<file path="src/hw/rtl/tmcg_ram.sv">
// ----------------------------------------------------------------------------
// tmcg_ram
// Generic single write port, single read port RAM with registered read.
// ----------------------------------------------------------------------------
`default_nettype none

module tmcg_ram #(
  parameter int WIDTH = 8,
  parameter int DEPTH = 256
) (
  input  wire logic                             clk,
  input  wire logic                             we,
  input  wire logic [$clog2(DEPTH > 1 ? DEPTH : 2)-1:0] waddr,
  input  wire logic [WIDTH-1:0]                 wdata,
  input  wire logic [$clog2(DEPTH > 1 ? DEPTH : 2)-1:0] raddr,
  output logic      [WIDTH-1:0]                 rdata
);

  logic [WIDTH-1:0] mem [DEPTH];

  always_ff @(posedge clk) begin
    if (we) begin
      mem[waddr] <= wdata;
    end
    rdata <= mem[raddr];
  end

endmodule

`default_nettype wire

</file>
<file path="config.mk">
export PLATFORM = sky130hd
export DESIGN_NAME = tmcg_ram
export DESIGN_NICKNAME = d
export VERILOG_FILES = /design/src/hw/rtl/tmcg_ram.sv
export SDC_FILE = /design/constraint.sdc
export NUM_CORES = 2
export LEC_CHECK = 0
export ABC_AREA = 1
export BUFFER_PORTS_ARGS = -buffer_cell sky130_fd_sc_hd__buf_2
export CAP_MARGIN = 40
export CELL_PAD_IN_SITES_DETAIL_PLACEMENT = 1
export CELL_PAD_IN_SITES_GLOBAL_PLACEMENT = 2
export CORE_ASPECT_RATIO = 0.5
export CORE_MARGIN = 10
export CORE_UTILIZATION = 35
export CTS_BUF_LIST = sky130_fd_sc_hd__clkbuf_4
export DETAILED_ROUTE_END_ITERATION = 16
export GPL_ROUTABILITY_DRIVEN = 1
export PLACE_DENSITY_LB_ADDON = 0.1
export REMOVE_ABC_BUFFERS = 1
export SYNTH_ARGS = -nofsm -noshare
export SYNTH_HDL_FRONTEND = slang
export SYNTH_SLANG_ARGS = --single-unit
</file>
<file path="constraint.sdc">
create_clock -name clk -period 1.95 [get_ports clk]
set_clock_uncertainty 0.1 [all_clocks]
set_input_delay 0.2925 -clock clk [delete_from_list [all_inputs] [get_ports clk]]
set_output_delay 0.2925 -clock clk [all_outputs]
set_load 0.005 [all_outputs]
</file>
Word-level counts from Yosys, hierarchy flattened
Memory sizes are Yosys's and may differ from the RTL's. A register that Yosys moved wholly into a read port is not among the register bits. Cells that the tools add are included.

Add/subtract/negate cells: 0. $mul: 0. Divide/modulo/power cells: 0. Magnitude comparators: 0. Eq/ne operators: 0. Shift-type cells: 0. Muxes and demuxes: 2. Bitwise gates (word level): 0. Reductions and logical operators: 0.

Operators by type and width (number): 2-to-1 mux 1 bit (2).

Flip-flop bits (word level): 0. Bits in latches: 0. RAM bits: 2048. ROM bits: 0. Input port bits: 26. Memories kept: 1.

Memories: mem (depth 256, bits a word 8, read ports 1, clocked after memory_dff 1, write ports 1, line 19) `logic [WIDTH-1:0] mem [DEPTH];`.

Depth between registers and ports, before layout
Word-level depth: 2. Mapped depth: 15. Depth with buffers taken out: 11.

Worst setup path after synthesis
Ideal clock, no wire load.

Path kind: input-to-reg. From: input port we. To: memory mem[162][0] (enable). Library setup time: 0.370 ns. Arrival time: 1.414 ns. Required time: 1.480 ns. Path slack: 0.066 ns. Stages on the path: 4. Buffers on the path: 2. Cell sequence: clkbuf_1 -> nand3_1 -> clkbuf_1 -> nor2_1.

Longest elaborated chain between the ends: 2.

RTL lines: from (decl) (line 12) `input wire logic we,`; 2-to-1 mux 1 bit (line 22) `if (we) begin`; 2-to-1 mux 1 bit (not written as such) (line 23) `mem[waddr] <= wdata;`; to (decl) (line 19).

Every way passes these cells.

Worst setup path in the final report
From: input port waddr[6] (netlist name). To: memory mem[183][0] (enable).

RTL lines: from (decl) (line 13) `input wire logic [$clog2(DEPTH > 1 ? DEPTH : 2)-1:0] waddr,`.

No word-level cell before the write port.

==> out/results.txt <==
Post-Synth XOR/XNOR Area: 0%
Achievable Freq: 456 MHz
WL per Instance: 26.3 um
via count: 59900
Cell variety after synth: 14
DR DRC count: 0
routability cong.: 0.819
final hold vios: 0
Yosys reg bits: 2056
complex-gate fraction of the synthesized area: 0%
GRT overflow: 0
Buffers on Ports: 33
worst flop-to-flop path startpoint: mem[102][4]
clock latency at the later pin of the worst-skew pair: 1290 ps
H-tree depth: 6
1st-pass router iterations: 5
Tcrit/Tclk final: 112%
TNS Setup: -2920 ps
clock slew at reported path FFs: 70 ps
# nets final: 7971
Startpoint Class: input port
I/O pin count: 34
Die Area: 0.259 mm^2
Arr. time, crit path: 3010 ps
Worst Setup Path Type: in2reg
Req. time, crit path: 2770 ps
Avg Cell Area, Syn: 11.9 um^2
fin crit period: 2190 ps
Worst Hold End: mem[152][6]
Hold Path Cell Cnt: 8
Max Slew Vio Count: 0
CTS Buf Count: 523
critical path endpoint category: flip-flop
row count: 126
reg-to-reg endpoint: rdata[4]
vias per inst: 5.25
largest family of logic cells by synthesized area: simple AND/OR/NAND/NOR gates
Synth Warn #: 0
Hold/Removal Path Class: in2reg
cell area power density: 914 mW/mm^2
Rel. slew slack: 50.0%
Initial Util: 35.3%
Simple-Gate Fraction of Synth Area: 22.9%
Syn Std Cell Area: 0.0834 mm^2
CTS Root Cell: clkbuf_4
Die Height: 365 um
Final setup violation count: 19
RSZ-0062 raised after global routing: yes
clk sinks: 2056
Initial DRC Count: 5458
gr usage total: 22.7%
FF-to-FF path depth: 11
Adder-Cell Fraction of Synth Area: 0%
Routed Antenna Nets: 0
pre-CTS setup slack: -1510 ps
status: complete, but fails checks
Max FO, Critical Path: 8
clock buffer depth: 4
Area Overhead vs Synth: 20.9%
post-CTS setup buffers: 0
Horiz. Die Dim: 710 um
post-synthesis mux area share: 0%
Fill cells: 25200
first-pass GRT wire length: 436000 um
core area: 0.236 mm^2
CTS tree: done
final setup margin: -242 ps
initial antenna violation count: 25
Pleak: 0.0368 uW
share of cells above drive strength 1: 21.2%
reg-to-reg slack, setup: 50 ps
min-delay src: waddr[4]
Syn Inst Count: 7003
Worst Tran Pin Value: 748 ps
final WL: 300000 um
Max VDD drop: 0.485 mV
largest net degree at the start of global routing: 77
vias in the first global route: 62800
hpwl dp: 192000 um
maxcap violations: 0
failing checks: setup timing
post-synthesis sequential area ratio: 73.9%
layer usage:
layer	wire length [um]	global-route usage, %	part of all wire [%]	up-vias
met2	135000	35.3	45	1626
met5	103	0	0.034	-
met4	6590	5.98	2.2	16
met3	18300	4.10	6.1	418
li1	-	-	-	27000
met1	140000	32.7	47	30800
synth_stat cells (all sizes together):
| cell | instances | area (um^2) |
|---|---|---|
| nand2 | 2123 | 7970 |
| buf | 371 | 2030 |
| dfxtp | 8 | 160 |
| nor2 | 283 | 1060 |
| nand3 | 2019 | 10100 |
| inv | 39 | 149 |
| edfxtp | 2048 | 61500 |
| clkbuf | 112 | 420 |
through the flow:
stage	util (%)	hold WS (ps)	instance area, um^2	instances	total power (uW)
after global placement	39.5	537	93400	10500	56700
after floorplan	-	291	80900	6520	52300
after detailed placement	39.5	532	93400	10500	56800
after global routing	42.7	31.5	101000	11400	96300
after CTS	42.5	22.0	100000	11400	93500
final	42.7	147	101000	11400	92200
critical path: stages:
cell           delay [ps]
buf_2                 110
dlygate4sd3_1         610
inv_1                 100
nand2_1               100
nor2_4                190
buf_4                 130
nand2_1                40
dlygate4sd3_1         590
nor2_1                110
dlygate4sd3_1         570
buf_6                 170
where the power goes:
part / switching (uW) / internal, uW
sequential: 49.3 / 48700
combinational: 5090 / 2300
clock: 18200 / 18000
total: 23300 / 68900
cell usage in the layout (no fill, tap or decap), drive strengths merged:
| cell type | netlist | layout |
|---|---|---|
| nor2 | 283 | 283 |
| inv | 39 | 62 |
| dfxtp | 8 | 8 |
| nand2 | 2123 | 2123 |
| clkinvlp | 0 | 2 |
| buf | 371 | 853 |
| clkinv | 0 | 87 |
| nand3 | 2019 | 2019 |
| clkbuf | 112 | 731 |
| diode | 0 | 4 |
| dlygate4sd3 | 0 | 47 |
| edfxtp | 2048 | 2048 |
| bufinv | 0 | 6 |
registers in the layout, indices dropped and copies added, names as in the netlist:
signal  count
mem      2048
rdata       8
layout make-up:
class                      count  area (um^2)  area share [%]
timing repair buffer         900         9100            9.02
clock inverter               118          613           0.608
multi-input combinational   4425        19900            19.7
clock buffer                 731         5490            5.44
tap                         3136         3920            3.89
antenna                        4         10.0         0.00992
sequential                  2056        61700            61.1
inverter                      39          183           0.181
worst max-delay path by stage:
stage                     startpoint          end  slack, ps  cells past startpoint
final                       waddr[6]  mem[183][0]       -240                     11
after global routing        rdata[2]     rdata[2]       -290                      1
after CTS                   rdata[0]     rdata[0]       -340                      1
after detailed placement    raddr[0]     rdata[4]      -1510                     16
after global placement      raddr[0]     rdata[4]      -1490                     16
after floorplan             raddr[0]     rdata[7]      -4090                     11
logic make-up (layout without fill, tap and decap cells):
kind of cell	Yosys count	in the layout
buffers and inverters	522	1788
DFF	2056	2056
other	0	4
and+or+nand+nor	4425	4425
repair_timing:
item,in CTS,in global routing
gates resized for setup,95,66
pin swaps,6,8
gates cloned,0,0
hold endpoints to repair,4098,585
hold buffers,48,6
setup endpoints to repair,16,73
(Power assumes the default switching activity.)
